--- src/hdl/tcid_pkg.sv ---
// ----------------------------------------------------------------------------
// tcid_pkg: shared types and constants for the interferometric DOA block
// Item layouts, fixed-point widths and the CORDIC arctangent table.
// ----------------------------------------------------------------------------
`default_nettype none

package tcid_pkg;

  localparam int SAMPLE_BITS = 16;
  localparam int INDEX_BITS  = 20;
  localparam int CFG_W       = 24;
  localparam int CFG_IDX_W   = 1;
  localparam int GUARD_BITS  = 60 - 2 * SAMPLE_BITS;

  localparam int ANGLE_W = 15;
  localparam int DIST_W  = 44;
  localparam int AMP_W   = 32;

  // Conjugate product parts.
  localparam int PROD_W = 2 * SAMPLE_BITS + 1;
  // Phase CORDIC and arcsine CORDIC datapath widths.
  localparam int C1_XW = 64;
  localparam int C1_ZW = 34;
  localparam int C2_XW = 34;
  localparam int C2_ZW = 34;
  // Phase as a fraction of pi, arcsine argument and its square.
  localparam int PHASE_W = 33;
  localparam int ARG_W   = PHASE_W + CFG_W + 1;
  localparam int ARGC_W  = 49;
  localparam int S_W     = 32;
  localparam int SQ_W    = 61;
  localparam int ROOT_W  = 31;
  localparam int ISQRT_W = 62;
  localparam int ISQRT_STEPS = 31;
  localparam int ANGP_W  = C2_ZW + 32;

  localparam logic [31:0] INV_GAIN_Q32 = 32'd2608131496;
  localparam logic [30:0] PI_Q29       = 31'd1686629713;
  localparam logic [CFG_W-1:0] ANGLE_SCALE_RST = 24'd65536;

  localparam logic [CFG_IDX_W-1:0] CFG_ANGLE_SCALE = 1'd0;
  localparam logic [CFG_IDX_W-1:0] CFG_RANGE_STEP  = 1'd1;

  typedef struct packed {
    logic signed [SAMPLE_BITS-1:0] first_re;
    logic signed [SAMPLE_BITS-1:0] first_im;
    logic signed [SAMPLE_BITS-1:0] second_re;
    logic signed [SAMPLE_BITS-1:0] second_im;
    logic [INDEX_BITS-1:0]         sample_index;
  } in_item_t;

  typedef struct packed {
    logic signed [ANGLE_W-1:0] arrival_angle;
    logic [DIST_W-1:0]         target_distance;
    logic [AMP_W-1:0]          echo_amplitude;
    logic                      angle_saturated;
  } out_item_t;

  typedef struct packed {
    logic              zero;
    logic [DIST_W-1:0] rng;
  } c1_side_t;

  typedef struct packed {
    logic signed [S_W-1:0] s;
    logic [AMP_W-1:0]      amp;
    logic                  sat;
    logic [DIST_W-1:0]     rng;
  } rt_side_t;

  typedef struct packed {
    logic [AMP_W-1:0]  amp;
    logic              sat;
    logic [DIST_W-1:0] rng;
  } c2_side_t;

  // atan(2^-i) / pi in Q31.
  function automatic logic [31:0] atan_q31(input int unsigned idx);
    logic [31:0] v;
    case (idx)
      0:  v = 32'h20000000;
      1:  v = 32'h12E4051E;
      2:  v = 32'h09FB385B;
      3:  v = 32'h051111D4;
      4:  v = 32'h028B0D43;
      5:  v = 32'h0145D7E1;
      6:  v = 32'h00A2F61E;
      7:  v = 32'h00517C55;
      8:  v = 32'h0028BE53;
      9:  v = 32'h00145F2F;
      10: v = 32'h000A2F98;
      11: v = 32'h000517CC;
      12: v = 32'h00028BE6;
      13: v = 32'h000145F3;
      14: v = 32'h0000A2FA;
      15: v = 32'h0000517D;
      16: v = 32'h000028BE;
      17: v = 32'h0000145F;
      18: v = 32'h00000A30;
      19: v = 32'h00000518;
      20: v = 32'h0000028C;
      21: v = 32'h00000146;
      22: v = 32'h000000A3;
      23: v = 32'h00000051;
      default: v = 32'h0;
    endcase
    return v;
  endfunction

endpackage

`default_nettype wire

--- src/hdl/tcid_isqrt.sv ---
// ----------------------------------------------------------------------------
// tcid_isqrt: pipelined floor integer square root
// One result bit per register stage, restoring digit-by-digit method.
// ----------------------------------------------------------------------------
`default_nettype none

module tcid_isqrt import tcid_pkg::*; #(
  parameter int SIDE_W = 1
) (
  input  logic              clk,
  input  logic              rst_n,
  input  logic              en,
  input  logic              in_valid,
  input  logic [SQ_W-1:0]   in_v,
  input  logic [SIDE_W-1:0] in_side,
  output logic              out_valid,
  output logic [ROOT_W-1:0] out_root,
  output logic [SIDE_W-1:0] out_side
);

  logic               vld_r  [0:ISQRT_STEPS-1];
  logic [ISQRT_W-1:0] v_r    [0:ISQRT_STEPS-1];
  logic [ISQRT_W-1:0] r_r    [0:ISQRT_STEPS-1];
  logic [SIDE_W-1:0]  side_r [0:ISQRT_STEPS-1];

  for (genvar k = 0; k < ISQRT_STEPS; k++) begin : g_step
    localparam logic [ISQRT_W-1:0] BIT = ISQRT_W'(1) << (2 * (ISQRT_STEPS - 1 - k));
    logic               vld_src;
    logic [ISQRT_W-1:0] v_src, r_src, sum, v_nxt, r_nxt;
    logic [SIDE_W-1:0]  side_src;

    if (k == 0) begin : g_first
      assign vld_src  = in_valid;
      assign v_src    = {{(ISQRT_W-SQ_W){1'b0}}, in_v};
      assign r_src    = '0;
      assign side_src = in_side;
    end else begin : g_next
      assign vld_src  = vld_r[k-1];
      assign v_src    = v_r[k-1];
      assign r_src    = r_r[k-1];
      assign side_src = side_r[k-1];
    end

    always_comb begin
      sum = r_src + BIT;
      if (v_src >= sum) begin
        v_nxt = v_src - sum;
        r_nxt = (r_src >> 1) + BIT;
      end else begin
        v_nxt = v_src;
        r_nxt = r_src >> 1;
      end
    end

    always_ff @(posedge clk) begin
      if (!rst_n) begin
        vld_r[k] <= 1'b0;
      end else if (en) begin
        vld_r[k] <= vld_src;
      end
    end

    always_ff @(posedge clk) begin
      if (en) begin
        v_r[k]    <= v_nxt;
        r_r[k]    <= r_nxt;
        side_r[k] <= side_src;
      end
    end
  end

  assign out_valid = vld_r[ISQRT_STEPS-1];
  assign out_root  = r_r[ISQRT_STEPS-1][ROOT_W-1:0];
  assign out_side  = side_r[ISQRT_STEPS-1];

endmodule

`default_nettype wire

--- config.mk ---
export PLATFORM = sky130hd
export DESIGN_NAME = tcid_isqrt
export DESIGN_NICKNAME = d
export VERILOG_FILES = /design/src/hdl/tcid_pkg.sv /design/src/hdl/tcid_isqrt.sv
export SDC_FILE = /design/constraint.sdc
export NUM_CORES = 2
export LEC_CHECK = 0
export BUFFER_PORTS_ARGS = -buffer_cell sky130_fd_sc_hd__buf_2
export CELL_PAD_IN_SITES_DETAIL_PLACEMENT = 0
export CELL_PAD_IN_SITES_GLOBAL_PLACEMENT = 2
export CORE_MARGIN = 3
export CORE_UTILIZATION = 30
export DETAILED_ROUTE_END_ITERATION = 16
export HOLD_SLACK_MARGIN = 0.03
export MAX_ROUTING_LAYER = met4
export PLACE_DENSITY = 0.56
export SYNTH_ARGS = -nofsm -noshare
export SYNTH_HDL_FRONTEND = slang
export SYNTH_SLANG_ARGS = --single-unit
--- constraint.sdc ---
create_clock -name clk -period 8 [get_ports clk]
set_input_delay 1.2 -clock clk [delete_from_list [all_inputs] [get_ports clk]]
set_output_delay 1.2 -clock clk [all_outputs]
set_load 0.01 [all_outputs]
Word level (Yosys, flattened, before mapping) --
Memories as Yosys holds them, arrays and structs flattened. Cells that the tools add are included.
Word-level totals: bits in registers 0, latch bits 0, RAM bits 3906, ROM bits 0, output and inout bits 33, word-level logic and storage cells 255, memories kept 4
Operators by class: add/subtract/negate cells 91, $mul 0, divide/modulo/power cells 0, magnitude comparators 31, equal/unequal tests 0, shift-type cells 0, mux-type cells 98, bitwise gates (word level) 31, reduce and logical (&&, ||, !) cells 0
Memory list:
- r_r | words 31, bits a word 62, read ports 31, clocked after Yosys merged registers in 0, write ports 31, line tcid_isqrt.sv:23 | logic [ISQRT_W-1:0] r_r [0:ISQRT_STEPS-1];
- v_r | words 31, bits a word 62, read ports 30, clocked after Yosys merged registers in 0, write ports 31, line tcid_isqrt.sv:22 | logic [ISQRT_W-1:0] v_r [0:ISQRT_STEPS-1];
- side_r | words 31, bits a word 1, read ports 31, clocked after Yosys merged registers in 0, write ports 31, line tcid_isqrt.sv:24 | logic [SIDE_W-1:0] side_r [0:ISQRT_STEPS-1];
- vld_r | words 31, bits a word 1, read ports 31, clocked after Yosys merged registers in 0, write ports 31, line tcid_isqrt.sv:21 | logic vld_r [0:ISQRT_STEPS-1];
Operator list (count):
- 2-to-1 mux 62 bit | 61
- >= comparator 62 bit | 30
- subtractor 62 bit | 30
- adder 61 x 1 -> 62 bit, second input constant | 1
- adder 61 x 11 -> 62 bit, second input constant | 1
- adder 61 x 13 -> 62 bit, second input constant | 1
- adder 61 x 15 -> 62 bit, second input constant | 1
- adder 61 x 17 -> 62 bit, second input constant | 1
- adder 61 x 19 -> 62 bit, second input constant | 1
- adder 61 x 21 -> 62 bit, second input constant | 1
- adder 61 x 23 -> 62 bit, second input constant | 1
- adder 61 x 25 -> 62 bit, second input constant | 1
- adder 61 x 27 -> 62 bit, second input constant | 1
- adder 61 x 29 -> 62 bit, second input constant | 1
- adder 61 x 3 -> 62 bit, second input constant | 1
- adder 61 x 31 -> 62 bit, second input constant | 1
- adder 61 x 33 -> 62 bit, second input constant | 1
- adder 61 x 35 -> 62 bit, second input constant | 1
- adder 61 x 37 -> 62 bit, second input constant | 1
- adder 61 x 39 -> 62 bit, second input constant | 1
- adder 61 x 41 -> 62 bit, second input constant | 1
- adder 61 x 43 -> 62 bit, second input constant | 1
- adder 61 x 45 -> 62 bit, second input constant | 1
- adder 61 x 47 -> 62 bit, second input constant | 1
- 44 further kinds | 109

Longest topological paths before layout --
depth after elaboration 4, depth in mapped cells 15, gate-level depth less buffers 14

Worst setup path after synthesis --
No wires, ideal clock.
kind reg-to-reg, start point mem v_r[25][13], in the netlist v_r[1][571], end point mem v_r[26][56], in the netlist v_r[1][676], data pin, arrival time 3315 ps, data required time 7742 ps, setup slack 4427 ps, stages on the path, launching flop included 13, buffers on the path 1, period minus slack after synthesis 3573 ps, cell sequence edfxtp_1 ha_1 a21o_1 a21o_1 o211ai_1 a21oi_1 or3b_1 a221o_1 a2111oi_2 and2_1 buf_2 or4b_1 xnor2_1
RTL lines (line):
- start, declared | tcid_isqrt.sv:22

==> results.toml <==
[timing]
drv_slew = 0
fin_worst_skew_ps = 87.9
tightest_slew_ps = 1210
fin_setup_tns_ps = 0
max_freq_mhz = 176
timing.hold.ws_ps = 405
setup_viol = 0
maxSlewHeadroom_pct = 18.4
period_share_pct = 70.9
fin_crit_ps = 5670
hold_violations = 0
rsz0062_at_grt = "no"

[worst_hold_path]
hold_path_depth = 0
worstHoldStart = "v_r[0][699]"
min_path_type = "reg -> reg"
hold_end = "v_r[0][761]"

[die]
die_area_mm2 = 0.388
rows = 225
die_h_um = 623
coreArea_mm2 = 0.377
io_pins = 99
dieWidth_um = 623
initial_core_util_pct = 30.3

[power_and_ir_drop]
power_mw = 38.2
switching_share_pct = 29.3
p_per_area_mw_per_mm2 = 292
power.internal_mw = 27.0
pwr-share-clk_pct = 35.0
switchingPower_mw = 11.2
ir_worst_vdd_mv = 0.156
seqPwrFrac_pct = 45.6
leakage_nw = 48.3
combPwrFrac_pct = 19.4

[synthesis]
yosys.area_share.adder_pct = 5.73
synth_edf_count = 2417
synth_compound_gate_area_share_pct = 8.94
synth_area_leader_cell = "edfxtp_1"
avgSynthCellArea_um2 = 12.7
synth_cells = 8977
yosys.cell_types.count = 91
synth-seq-cells = 2418
yosysTopAreaCellShare_pct = 63.5
synthSimpleGateAreaFrac_pct = 11.9
ys_seq_area_share_pct = 63.6
yosys_warnings = 0
synth-xor-area-share_pct = 6.28
synth-async-reset-ratio_pct = 0
yosys-top-cells-count = "edfxtp_1 (2417), inv_1 (654), nor2_1 (611), nand2_1 (576), a21oi_1 (544)"
synth_area_leaders = "edfxtp_1 (64%), ha_1 (5.7%), xnor2_1 (3.2%)"
synth_top_family_by_area = "simple AND/OR/NAND/NOR gates"
synthMuxAreaShare_pct = 0.834
syn-cell-area_mm2 = 0.114
ys.flop_type = "edfxtp_1"
synth.most_common_cell = "edfxtp_1"

[outcome]
status = "completed"

[routing]
ant_nets = 0
drc_errors = 0
dr.pass1.iters = 7
route.vias.total = 70500
route.detailed.wl_per_inst_um = 21.7
via_per_inst = 4.86
wirelength_um = 314000
drtIter0Drc = 5118

[critical_path]
cpPeakStageDelay_ps = 970
critPathLaunchType = "flip-flop"
rrSetupSlack_ps = 2330
crit_fanout = 57
r2r-end = "v_r[1][730]"
crit_path_end_kind = "flip-flop"
path_class = "reg -> reg"
cp.arrival_ps = 6270
reg2reg_depth = 10
cp_common_cell = "nand3_1"
cp_cell_sequence = "ha_1 > nor4b_1 > nand3_1 > nor4_1 > a211oi_1 > o31a_1 > inv_2 > nand3_1 > or4_1 > xnor2_1"
timing.rr.start = "v_r[1][654]"
critPathSlowestCell = "nor4b_1"
required_ps = 8600

[placed_design]
gp_congestion = 0.837
dp_hpwl_um = 238000
dpl.cell_count = 14000
io_buffers = 98

[global_routing]
grt_pass1_wl_um = 468000
antenna_found_initial = 17
overflow = 0
first_global_vias = 71100
grt_use_total_pct = 16.2
grt_max_degree = 154

[cts]
clock-sinks = 2418
cts_hold_buf = 0
path_clk_slew_ps = 60
cts_root_buffer = "clkbuf_16"
cts_tree = "done"
cts_resized = 0
htree_levels = 5
cts_made_buffers = 297
cts_buffer_depth = 4
postCtsSetupBuffers = 0
insertion_delay_ps = 910

[cells_and_area]
drive_above_1_share_pct = 8.04
area_delta_synth_final_pct = 14.4
fin_cells = 14500
nets = 9857

[flow_run]
maxCapViolations = 0
[layout make-up]
class                      count  area (µm²)
antenna                        6        15.0
clock buffer                 362        7780
clock inverter               173        1850
fill                       37000      247000
inverter                     657        2470
multi-input combinational   5728       38600
sequential                  2418       72600
tap                         4994        6250
timing repair buffer         166        1150
[how the worst max path moves through the flow]
stage                startpoint          end  slack [ps]  cells past startpoint
global placement    v_r[1][654]  v_r[1][730]        2530                     10
CTS                 v_r[1][654]  v_r[1][730]        2420                     10
floorplan           v_r[1][571]  v_r[1][676]        4430                     12
finish              v_r[1][654]  v_r[1][730]        2330                     10
detailed placement  v_r[1][654]  v_r[1][730]        2460                     10
global route        v_r[1][654]  v_r[1][730]        2090                     10
[cell usage in the layout, fill, tap and decap left out, types with 37 or more instances in the layout]
master	instances
nor2b_1	71
a31oi_1	44
and3_1	76
nor4_1	290
nand3_1	164
ha_1	523
nor3_1	240
nor4b_1	52
buf_2	97
o21a_1	82
clkinv_1	51
o31ai_1	49
edfxtp_1	2417
xnor2_1	416
nand4_1	135
a21o_1	209
xor2_1	403
buf_4	57
clkinv_2	57
a21oi_1	544
or3_1	79
a211oi_1	51
or4_1	60
clkbuf_16	302
nor2_1	609
mux2_2	73
o21ai_0	395
inv_1	653
o21bai_1	49
clkbuf_1	60
nand2_1	575
nand2b_1	103
and2_1	37
[worst max-delay path, delay by kind of cell, from the launching register on]
kind / cells / cell delay [ps]
AO/OA/AOI/OAI: 2 / 560
XOR/XNOR: 1 / 140
adder cells (fa/ha/maj): 1 / 430
buffers and inverters: 1 / 820
flip-flops: 1 / 400
AND/OR/NAND/NOR: 5 / 2980
[power by group through the flow]
stage / registers (mW) / clock network [mW] / logic [mW]
after detailed placement: 17.7 / 0 / 7.43
after global routing: 17.6 / 14.4 / 8.29
after floorplan: 17.0 / 0 / 5.29
final: 17.4 / 13.4 / 7.42
after global placement: 17.7 / 0 / 7.48
after CTS: 17.5 / 13.9 / 7.49
[metal layers]
metal,wire length (µm),track usage (%),vias up
li1,-,-,34200
met1,145000,21.4,34800
met2,152000,26.9,1130
met3,10300,1.79,414
met4,6780,3.58,0
met5,0,-,-
[sequential cells by signal (all words and copies together), names as in the netlist]
name / cells
r_r: 496
side_r: 31
v_r: 1860
vld_r: 31
[stage by stage]
stage	instance area, µm²	util, %	setup WS [ps]
after floorplan	114000	-	4430
after global placement	121000	32.1	2530
after detailed placement	121000	32.1	2460
after CTS	131000	34.6	2420
after global routing	131000	34.6	2090
final	131000	34.6	2330
[cell families (layout without fill, tap and decap cells)]
family / Yosys count / in the layout
other: 1 / 8
AOI/OAI and AO/OA: 1650 / 1650
xor gates and xnor gates: 819 / 819
DFF: 2418 / 2418
adders and majority gates: 523 / 523
muxes: 86 / 86
and+or+nand+nor: 2648 / 2648
buffers and inverters: 832 / 1358
Note: power is estimated with default switching activity, not from simulation.
